--- src/fla_ram.sv ---
`timescale 1ns / 1ps
module fla_ram #(
  parameter int WIDTH = 8,
  parameter int DEPTH = 16
) (
  input  logic                     clk,
  input  logic                     we,
  input  logic [$clog2(DEPTH)-1:0] waddr,
  input  logic [WIDTH-1:0]         wdata,
  input  logic [$clog2(DEPTH)-1:0] raddr,
  output logic [WIDTH-1:0]         rdata
);
  logic [WIDTH-1:0] mem [DEPTH];

  always_ff @(posedge clk) begin
    if (we) begin
      mem[waddr] <= wdata;
    end
    rdata <= mem[raddr];
  end
endmodule

--- config.mk ---
export PLATFORM = sky130hd
export DESIGN_NAME = fla_ram
export DESIGN_NICKNAME = d
export VERILOG_FILES = /design/src/fla_ram.sv
export SDC_FILE = /design/constraint.sdc
export NUM_CORES = 1
export LEC_CHECK = 0
export BUFFER_PORTS_ARGS = -buffer_cell sky130_fd_sc_hd__buf_2
export CAP_MARGIN = 20
export CORE_UTILIZATION = 49
export CTS_CLUSTER_SIZE = 12
export DETAILED_ROUTE_END_ITERATION = 8
export HOLD_SLACK_MARGIN = 0.15
export PLACE_DENSITY = 0.66
export SLEW_MARGIN = 20
export SYNTH_ARGS = -nofsm -noshare
export SYNTH_HDL_FRONTEND = slang
export SYNTH_SLANG_ARGS = --single-unit
--- constraint.sdc ---
create_clock -name clk -period 4.52 [get_ports clk]
set_input_delay 0.904 -clock clk [delete_from_list [all_inputs] [get_ports clk]]
set_output_delay 0.904 -clock clk [all_outputs]
set_load 0.02 [all_outputs]
==> qor.yml <==
status: "completed"
cts_tree: "built"
start_util_pct: 50.31
fillers: 733
fin_hold_ws_ns: 0.6724
worstPathArrival_ns: 2.65
path_class: "in -> reg"
hold_buffers: 0
drt_iter0_drc: 164
seq_area_mm2: 0.004004
core_region_area_mm2: 0.01023
grt_max_degree: 33
yosysUniqueCellTypes: 19
critical_path_buf_inv_count: 2
p_switching_w: 0.0005765
powerDensity_mw_per_mm2: 481.1
dp_hpwl_um: 5485
drtPass1Iterations: 4
critPathCaptureType: "flip-flop"
cts_sinks: 136
clock_latency_ns: 0.51
layout-area-overhead-vs-synth_pct: 15.90
place_area_mm2: 0.005391
final_cell_area_mm2: 0.005966
ir_drop_uv: 209.8
post_cts_buffers: 0
dieWidth_um: 104.5
clock_skew_ns: 0.004734
dieArea_mm2: 0.01092
r2r_end: "rdata[6]"
fin_crit_ns: 2.271
final_common_cell: "edfxtp_1"
reg2reg_slack_ns: 3.16
routabilityCongestion: 0.7029
synth-seq-cells: 136
cts_made_buffers: 17
drive_gt1_share_pct: 27.24
hold_path_class: "reg -> reg"
wirelength_um: 9250
power_frac_comb_pct: 4.5
syn-cell-area_mm2: 0.005147
cts_max_level: 4
cts_resized: 0
finalNetCount: 285
num_rows: 37
clock_power_share_pct: 46.0
via_per_inst: 5.672
ioPinCount: 26
cts.clk_slew.worst_paths_ns: 0.06
antenna_found_initial: 0
postSynthCellCount: 229
p_leak_nw: 1.989
tightestPinTransition_ns: 0.9884
ys_warn_count: 0
num_vias: 2354
grt_pass1_wl_um: 13900
crit_chain: "buf_2, buf_4, mux4_2, a22oi_1, nand2_1"
total_power_w: 0.002870
syn_area_per_cell_um2: 22.48
rr_worst_depth: 3
crit_required_ns: 4.90
maxSlewViolCount: 0
hold_violations: 0
rsz0062_at_grt: "no"
layout_common_cells: "edfxtp_1, buf_2, mux4_2"
hold_path_depth: 3
final-setup-viol-count: 0
yosysTopAreaCell: "edfxtp_1"
internal_power_w: 0.002294
portBuffers: 25
grt_pass1_vias: 2438
multiInputGateArea_mm2: 0.001062
max-slew-margin-rel_pct: 33.86
swShare_pct: 20.09
drc_errors: 0
crit_path_max_fanout: 27
worst_setup_path_start_kind: "primary input"
tns_ns: 0
die_height_um: 104.5
detail-route-antenna-nets: 0
slowest_stage: "buf_2"
path_delay_family: "buffers and inverters"
maxCapViolCount: 0
pwr-share-seq_pct: 49.4
holdCritStartpoint: "mem[7][3]"
synth_fp_nets: 247
gr-usage-all-layers_pct: 18.67
timing.rr.start: "mem[11][6]"
avgRoutedWirePerCell_um: 22.29
slowest_delay_ns: 0.65
seq_area_frac_synth_pct: 77.78
clockBufferDepth: 2
fmax_mhz: 440.3
antenna_cells: 0
post-route-period-util_pct: 50.25
cts-root-buf: "clkbuf_8"
grt_overflow: 0
synth_top_area_share_pct: 74.67
yosys-top-cells-area: "edfxtp_1, mux4_2, mux4_1"
hold_end: "rdata[3]"
[cell type report]
cell class | count | share of cell area [%]
Sequential cell | 136 | 67.11
Tap cell | 136 | 2.852
Clock inverter | 13 | 2.622
Multi-Input combinational cell | 83 | 17.81
Timing Repair Buffer | 29 | 2.601
Clock buffer | 18 | 7.005
[worst max path at each step]
stage / startpoint / slack (ns) / endpoint / cells past startpoint
global placement: waddr[2] / 1.52 / mem[0][0] / 3
finish: raddr[0] / 2.25 / rdata[6] / 5
detailed placement: raddr[0] / 1.70 / rdata[7] / 5
CTS: raddr[0] / 2.23 / rdata[6] / 5
floorplan: waddr[2] / 2.12 / mem[0][0] / 2
global route: raddr[0] / 2.12 / rdata[7] / 5
[worst register-to-register path: cells and delay by family (launching register included)]
| kind | cells | cell delay (ns) |
|---|---|---|
| mux | 1 | 0.47 |
| flops | 1 | 0.36 |
| simple gates | 1 | 0.10 |
| compound gates | 1 | 0.31 |
[synthesized netlist by cell type]
master,count
or3b_2,1
and2b_1,1
buf_2,3
mux4_1,14
nand3b_1,2
dfxtp_1,8
nor2b_1,1
mux4_2,18
and2_1,1
nand3_1,1
nor2_1,13
buf_6,3
nand2b_1,2
clkdlybuf4s25_2,3
buf_4,1
nor3_1,4
a22oi_1,16
edfxtp_1,128
nand2_1,9
[state kept, by name, summed over array words and instances, names as in the netlist]
signal	count
rdata	8
mem	128
[stage by stage]
step                utilization (%)  setup slack [ns]  cells
detailed placement            52.70             1.696    384
floorplan                         -             2.123    229
CTS                           58.31             2.226    415
global placement              52.65             1.522    384
finish                        58.31             2.249    415
global route                  58.31             2.121    415
[power by group through the flow]
stage,combinational (W),clock [W],sequential (W)
floorplan,0.0000716,0,0.00145
CTS,0.000133,0.00134,0.00142
global route,0.000140,0.00139,0.00142
global placement,0.000129,0,0.00144
detailed placement,0.000132,0,0.00144
finish,0.000130,0.00132,0.00142
[metal layers]
layer / up-vias / part of all wire (%) / global-route usage [%]
li1: 1051 / - / -
met3: 6 / 4.7 / 5.013
met4: 0 / 0.88 / 8.265
met5: - / 0 / 0
met1: 1232 / 46 / 26.60
met2: 65 / 49 / 27.25
[kinds of logic after synthesis]
kind of cell	Yosys count	synth area share, %
compound gates	16	2.334
buf+inv	10	1.677
flops	136	77.78
mux	32	15.02
simple gates	35	3.184
(Power assumes the default switching activity.)
