**src/fla_pkg.sv**
```systemverilog
`timescale 1ns / 1ps
package fla_pkg;
  localparam int ENTRIES = 1024;
  localparam int IW      = $clog2(ENTRIES);
  localparam int KEY_W   = 23;
  localparam int TIME_W  = 64;
  localparam int CNT_W   = 32;
  localparam int SW      = 1 + KEY_W + TIME_W;
  localparam int AW      = 1 + KEY_W + TIME_W + 2 * CNT_W;

  localparam logic [TIME_W-1:0] STALE_RESET = 64'd5000000000;
  localparam logic [31:0] MAJOR_FLAG = 32'h0000_0004;

  localparam logic [1:0] CMD_START  = 2'd0;
  localparam logic [1:0] CMD_END    = 2'd1;
  localparam logic [1:0] CMD_QUERY  = 2'd2;
  localparam logic [1:0] CMD_UNUSED = 2'd3;

  localparam logic [3:0] ST_STORED  = 4'd0;
  localparam logic [3:0] ST_ZERO    = 4'd1;
  localparam logic [3:0] ST_NOSTART = 4'd2;
  localparam logic [3:0] ST_STALE   = 4'd3;
  localparam logic [3:0] ST_ACCUM   = 4'd4;
  localparam logic [3:0] ST_CREATED = 4'd5;
  localparam logic [3:0] ST_FULL    = 4'd6;
  localparam logic [3:0] ST_QHIT    = 4'd7;
  localparam logic [3:0] ST_QMISS   = 4'd8;

  typedef struct packed {
    logic [CNT_W-1:0]  major_faults;
    logic [CNT_W-1:0]  fault_count;
    logic [TIME_W-1:0] acc_ns;
    logic [TIME_W-1:0] latency_ns;
    logic [3:0]        status;
  } res_t;

  typedef struct packed {
    logic          we;
    logic [IW-1:0] waddr;
    logic [SW-1:0] wdata;
    logic [IW-1:0] raddr;
  } sreq_t;

  typedef struct packed {
    logic          we;
    logic [IW-1:0] waddr;
    logic [AW-1:0] wdata;
    logic [IW-1:0] raddr;
  } areq_t;
endpackage

```
**src/fla_ctrl.sv**
```systemverilog
`timescale 1ns / 1ps
module fla_ctrl import fla_pkg::*; (
  input  logic              clk,
  input  logic              rst,
  input  logic              in_valid,
  output logic              in_ready,
  input  logic [1:0]        command,
  input  logic [KEY_W-1:0]  process_id,
  input  logic [TIME_W-1:0] now_ns,
  input  logic [31:0]       fault_flags,
  input  logic [TIME_W-1:0] stale_limit,
  output sreq_t             sreq,
  input  logic [SW-1:0]     srdata,
  output areq_t             areq,
  input  logic [AW-1:0]     ardata,
  output logic              res_valid,
  input  logic              res_ready,
  output res_t              res
);
  localparam logic [2:0] S_CLR  = 3'd0;
  localparam logic [2:0] S_IDLE = 3'd1;
  localparam logic [2:0] S_SCAN = 3'd2;
  localparam logic [2:0] S_DEC  = 3'd3;
  localparam logic [2:0] S_LAT  = 3'd4;
  localparam logic [2:0] S_DONE = 3'd5;

  logic [2:0]        state;
  logic [1:0]        cmd;
  logic [KEY_W-1:0]  key;
  logic [TIME_W-1:0] now;
  logic              major;
  logic              phase;
  logic [IW:0]       cnt;
  logic              pend;
  logic [IW-1:0]     pidx;
  logic              hit;
  logic [IW-1:0]     hit_idx;
  logic              free_ok;
  logic [IW-1:0]     free_idx;
  logic [TIME_W-1:0] hit_time;
  logic [TIME_W-1:0] hit_total;
  logic [CNT_W-1:0]  hit_count;
  logic [CNT_W-1:0]  hit_major;
  logic [TIME_W-1:0] lat;

  logic              m_valid;
  logic [KEY_W-1:0]  m_key;
  logic              in_acc;
  logic              scan_end;
  logic [TIME_W-1:0] new_total;
  logic [CNT_W-1:0]  new_count;
  logic [CNT_W-1:0]  new_major;

  assign in_ready  = (state == S_IDLE);
  assign in_acc    = in_valid && in_ready;
  assign res_valid = (state == S_DONE);
  assign scan_end  = (cnt == (IW+1)'(ENTRIES)) && !pend;
  assign m_valid   = phase ? ardata[AW-1] : srdata[SW-1];
  assign m_key     = phase ? ardata[AW-2 -: KEY_W] : srdata[SW-2 -: KEY_W];
  assign new_total = hit ? hit_total + lat : lat;
  assign new_count = hit ? hit_count + CNT_W'(1) : CNT_W'(1);
  assign new_major = (hit ? hit_major : '0) + CNT_W'(major);

  always_comb begin
    sreq = '0;
    areq = '0;
    sreq.raddr = cnt[IW-1:0];
    areq.raddr = cnt[IW-1:0];
    case (state)
      S_CLR: begin
        sreq.we = 1'b1;
        sreq.waddr = cnt[IW-1:0];
        areq.we = 1'b1;
        areq.waddr = cnt[IW-1:0];
      end
      S_DEC: begin
        if (!phase && cmd == CMD_START) begin
          sreq.we = hit || free_ok;
          sreq.waddr = hit ? hit_idx : free_idx;
          sreq.wdata = {1'b1, key, now};
        end else if (!phase) begin
          // An end frees its start entry whatever happens to the sample.
          sreq.we = hit;
          sreq.waddr = hit_idx;
        end else if (cmd == CMD_END) begin
          areq.we = hit || free_ok;
          areq.waddr = hit ? hit_idx : free_idx;
          areq.wdata = {1'b1, key, new_total, new_count, new_major};
        end
      end
      default: begin
      end
    endcase
  end

  always_ff @(posedge clk) begin
    if (rst) begin
      state <= S_CLR;
      cnt   <= '0;
      pend  <= 1'b0;
    end else begin
      case (state)
        S_CLR: begin
          cnt <= cnt + (IW+1)'(1);
          if (cnt[IW-1:0] == IW'(ENTRIES - 1)) begin
            state <= S_IDLE;
          end
        end
        S_IDLE: begin
          if (in_acc) begin
            cmd     <= command;
            key     <= process_id;
            now     <= now_ns;
            major   <= |(fault_flags & MAJOR_FLAG);
            phase   <= (command == CMD_QUERY);
            cnt     <= '0;
            pend    <= 1'b0;
            hit     <= 1'b0;
            free_ok <= 1'b0;
            // The status only matters for the two requests answered at once.
            res.status       <= (command == CMD_UNUSED) ? ST_QMISS : ST_ZERO;
            res.latency_ns   <= '0;
            res.acc_ns       <= '0;
            res.fault_count  <= '0;
            res.major_faults <= '0;
            if (command == CMD_UNUSED || process_id == '0) begin
              state <= S_DONE;
            end else begin
              state <= S_SCAN;
            end
          end
        end
        S_SCAN: begin
          if (cnt != (IW+1)'(ENTRIES)) begin
            cnt <= cnt + (IW+1)'(1);
          end
          pend <= (cnt != (IW+1)'(ENTRIES));
          pidx <= cnt[IW-1:0];
          if (pend) begin
            if (m_valid && m_key == key) begin
              hit       <= 1'b1;
              hit_idx   <= pidx;
              hit_time  <= srdata[TIME_W-1:0];
              hit_total <= ardata[AW-2-KEY_W -: TIME_W];
              hit_count <= ardata[2*CNT_W-1:CNT_W];
              hit_major <= ardata[CNT_W-1:0];
            end
            if (!m_valid && !free_ok) begin
              free_ok  <= 1'b1;
              free_idx <= pidx;
            end
          end
          if (scan_end) begin
            state <= S_DEC;
          end
        end
        S_DEC: begin
          state <= (!phase && cmd == CMD_END && hit) ? S_LAT : S_DONE;
          if (!phase && cmd == CMD_START) begin
            res.status <= (hit || free_ok) ? ST_STORED : ST_FULL;
          end else if (!phase) begin
            if (hit) begin
              lat <= now - hit_time;
            end else begin
              res.status <= ST_NOSTART;
            end
          end else if (cmd == CMD_END) begin
            res.latency_ns <= lat;
            if (hit || free_ok) begin
              res.status       <= hit ? ST_ACCUM : ST_CREATED;
              res.acc_ns       <= new_total;
              res.fault_count  <= new_count;
              res.major_faults <= new_major;
            end else begin
              res.status <= ST_FULL;
            end
          end else begin
            res.status <= hit ? ST_QHIT : ST_QMISS;
            if (hit) begin
              res.acc_ns       <= hit_total;
              res.fault_count  <= hit_count;
              res.major_faults <= hit_major;
            end
          end
        end
        S_LAT: begin
          if (lat > stale_limit) begin
            res.status     <= ST_STALE;
            res.latency_ns <= lat;
            state <= S_DONE;
          end else begin
            phase   <= 1'b1;
            cnt     <= '0;
            pend    <= 1'b0;
            hit     <= 1'b0;
            free_ok <= 1'b0;
            state   <= S_SCAN;
          end
        end
        S_DONE: begin
          if (res_ready) begin
            state <= S_IDLE;
          end
        end
        default: state <= S_CLR;
      endcase
    end
  end

  a_no_write_in_scan: assert property (@(posedge clk) disable iff (rst)
    (state == S_SCAN) |-> (!sreq.we && !areq.we))
    else $error("table written during scan");
  a_accept_leaves_idle: assert property (@(posedge clk) disable iff (rst)
    in_acc |=> (state != S_IDLE))
    else $error("request accepted but controller stayed idle");
  a_scan_starts_clean: assert property (@(posedge clk) disable iff (rst)
    (state == S_SCAN && cnt == '0) |-> (!pend && !hit && !free_ok))
    else $error("scan started with stale match state");
endmodule

```
**config.mk**
```make
export PLATFORM = sky130hd
export DESIGN_NAME = fla_ctrl
export DESIGN_NICKNAME = d
export VERILOG_FILES = /design/src/fla_pkg.sv /design/src/fla_ctrl.sv
export SDC_FILE = /design/constraint.sdc
export NUM_CORES = 1
export LEC_CHECK = 0
export BUFFER_PORTS_ARGS = -buffer_cell sky130_fd_sc_hd__buf_2
export CORE_AREA = 2 2 358 360
export CTS_BUF_LIST = sky130_fd_sc_hd__clkbuf_4 sky130_fd_sc_hd__clkbuf_8
export DETAILED_ROUTE_END_ITERATION = 16
export DIE_AREA = 0 0 360 362
export PLACE_DENSITY = 0.54
export SYNTH_ARGS = -nofsm -noshare
export SYNTH_HDL_FRONTEND = slang
export SYNTH_SLANG_ARGS = --single-unit
```
**constraint.sdc**
```tcl
create_clock -name clk -period 19.55 [get_ports clk]
set_input_delay 0 -clock clk [delete_from_list [all_inputs] [get_ports clk]]
set_output_delay 0 -clock clk [all_outputs]
set_load 0.005 [all_outputs]
```
==> results.md <==
* Die height at 362 um
* Final hold viol count at 0
* Post-Synth Adder-Cell Area at 7.15%
* Switching pwr at 638 uW
* Most numerous cell in the Yosys netlist: edfxtp_1
* Worst Tran Pin Value at 1240 ps
* Compound-Gate Fraction of Synth Area at 15.2%
* Fillers at 12,596
* Vias per inst at 5.00
* Largest family of logic cells by synthesized area: compound AO/OA/AOI/OAI gates
* Die area at 130,000 um^2
* IO Port Bufs at 877
* Pre-antenna DRT Iters at 6
* Crit path cell chain: clkinv_1 > buf_4 > o21ai_0 > dlygate4sd3_1 > nand4_1 > dlygate4sd3_1 > nor4_1 > and3_4 > buf_4 > buf_4
* Yosys top cell area share at 49.8%
* Flop pwr share at 48.7%
* Total vias in the final route at 32,636
* Layout cells sized above 1 at 23.5%
* R2R Path Start: phase
* DR iter-0 viols at 3,113
* Top post-synthesis cells by area: edfxtp_1 (50%), ha_1 (7.0%), nor2_1 (3.3%)
* Power share of the clock group at 45.2%
* Initial Util at 27.4%
* Placed wire-length estimate at 114,000 um
* Critical path capture point type: flip-flop
* Largest net degree at the start of global routing at 95
* Met2 Wirelength at 70,600 um
* Slowest CP cell: buf_4
* Area grow syn2layout at 40.8%
* Clk Latency, worst-skew pair at 830 ps
* First-pass GRT wire length at 218,000 um
* RD Place Congestion at 0.940
* Mux share of post-synthesis cell area at 2.75%
* Fraction of registers with async set/reset at 0%
* Worst clock skew at 50.6 ps
* Max_cap viols at 0
* Drt total wl at 154,000 um
* Worst path bufs/invs at 6
* CTS tree: built
* Mapped cell area at 34,700 um^2
* Core box area at 127,000 um^2
* Synth Area per Inst at 10.4 um^2
* Seq/Total Area, Yosys at 50.6%
* CTS root buf: clkbuf_8
* Num rows at 131
* Setup_tns at 0 ps
* Dominant cell type by area after synthesis: edfxtp_1
* Initial antenna violation count at 48
* WL met3 at 11,900 um
* Crit Path Category: reg -> reg
* CP Data Arrival Time at 6850 ps
* Final Core Density at 38.6%
* P_int at 2190 uW
* Worst Hold Class: in -> reg
* Setup Fix Bufs, Post-CTS at 0
* Hold Path Origin: command[0]
* Period utilization at 32.7%
* Reg clk slew, reported paths at 60 ps
* Run status: completed
* Simple-gate portion of the synthesized area at 15.1%
* Unrepaired setup endpoints after global routing: no
* Mapped Cells at 3,329
* PwrDens at 57.9 nW/um^2
* Slowest stage delay, CP at 770 ps
* Final setup violation count at 0
* Post-route ant nets at 0
* Flops & latches, synth at 590
* CP required at 20,000 ps
* CP top delay family: buffers and inverters
* Minimum clock period at 6400 ps
* Clock buffer depth at 3
* DR top layer: met5
* Remaining Overflow, GRT at 0
* Routed length on met1 at 65,500 um
* Worst slew margin at 16.8%
* Post-synth cell types at 92
* Post-synth EDFFs at 575
* # IOs at 909
* Sw Share at 22.5%
* Synth warn at 0
* CP Launch Type: flip-flop
* Pins Over Slew Limit at 0
* Most numerous cell on the critical path: buf_4
* Die Wd at 360 um
* Reg2reg setup slack at 13,150 ps
* Fin nets at 5,376
* GRT Total Usage at 22.7%
* H-tree levels at 3
* Vias in the first global route at 32,097
* Comb pwr share at 6.0%
* WL/cell at 23.5 um
* Leak at 0.0212 uW
* Synth cell count leaders: edfxtp_1 (575), nor2_1 (308), nand2_1 (250)
* F_max at 0.156 GHz
* Crit. Startpoint: phase
* Commonest register cell after synthesis: edfxtp_1
* Syn_nets at 3,955
* Remaining routing DRC violations at 0
* Critical-path maximum fanout at 55
* Max IR drop VDD at 0.0000448 V
* Num CTS Buffers at 111
* Post-Synth XOR/XNOR Area at 4.95%
* CTS sink cnt at 590
[state kept, by name, indices dropped and copies added (netlist names)]
name and flops:
cmd 2, cnt 11, free_idx 10, free_ok 1
hit 1, hit_count 32, hit_idx 10, hit_major 32
hit_time 64, hit_total 64, key 23, lat 64
major 1, now 64, pend 1, phase 1
pidx 10, res 196, state 3
[per-layer routing]
metal  vias up  global-route usage, %
met5         -                      0
met4        48                   8.40
met3       309                   6.01
met2      1389                   36.6
met1     15857                   29.2
li1      15033                      -
[placed cells by master, fill, tap and decap left out, drive strengths merged, types with 121 or more instances in the layout]
cell type,synthesis,routed
buf,39,911
ha,195,195
a21o,131,131
a21oi,214,214
edfxtp,575,575
o21ai,196,196
inv,189,190
nor2,309,309
dlygate4sd3,0,575
clkbuf,139,147
xnor2,121,121
nand2,252,252
[power by group through the flow]
stage / sequential (uW) / clock (uW) / combinational [uW]
after floorplan: 1400 / 0 / 24.4
after global placement: 1410 / 0 / 75.1
after detailed placement: 1410 / 0 / 76.6
after CTS: 1380 / 1310 / 168
after global routing: 1380 / 1360 / 184
final: 1380 / 1280 / 171
[worst register-to-register path, stage by stage, from the launching register on]
cell           delay, ps
edfxtp_1             370
clkinv_1             720
buf_4                550
o21ai_0              190
dlygate4sd3_1        570
nand4_1               90
dlygate4sd3_1        620
nor4_1               520
and3_4               690
buf_4                780
buf_4                830
[cell type report]
class	instances	area, um^2	share of cell area (%)
antenna	22	55.1	0.113
clock buffer	147	1830	3.74
clock inverter	56	438	0.896
inverter	192	721	1.47
multi-input combinational	2369	15800	32.3
sequential	590	17600	35.9
tap	1662	2080	4.26
timing repair buffer	1486	10400	21.3
[kinds of logic after synthesis]
family	count (synthesis)
and+or+nand+nor	1071
xor gates and xnor gates	196
buffers and inverters	370
DFF	590
muxes	95
AOI/OAI and AO/OA	810
adders and majority gates	197
[final timing paths]
path / end / cells after the start
worst max-delay path: hit_time[20] / 10
worst min-delay path: phase / 3
worst max register to register: hit_time[20] / 10
worst min register to register: hit_idx[3] / 0
[repair_timing]
| action | 4_1_cts | 5_1_grt |
|---|---|---|
| gates resized for setup | 0 | 0 |
| hold buffers | 575 | 0 |
| hold endpoints to repair | 377 | 0 |
[stage by stage]
stage	hold slack, ps	setup slack (ps)	instances	cell area, um^2	power (uW)
after floorplan	98.9	8390	3329	34700	1430
after global placement	176	13970	5724	40800	1480
after detailed placement	178	13930	5724	40800	1480
after CTS	62.5	13090	6502	48800	2850
after global routing	92.3	12980	6514	48800	2930
final	135	13150	6524	48900	2830
No activity file was read; power rests on OpenSTA's default activity.
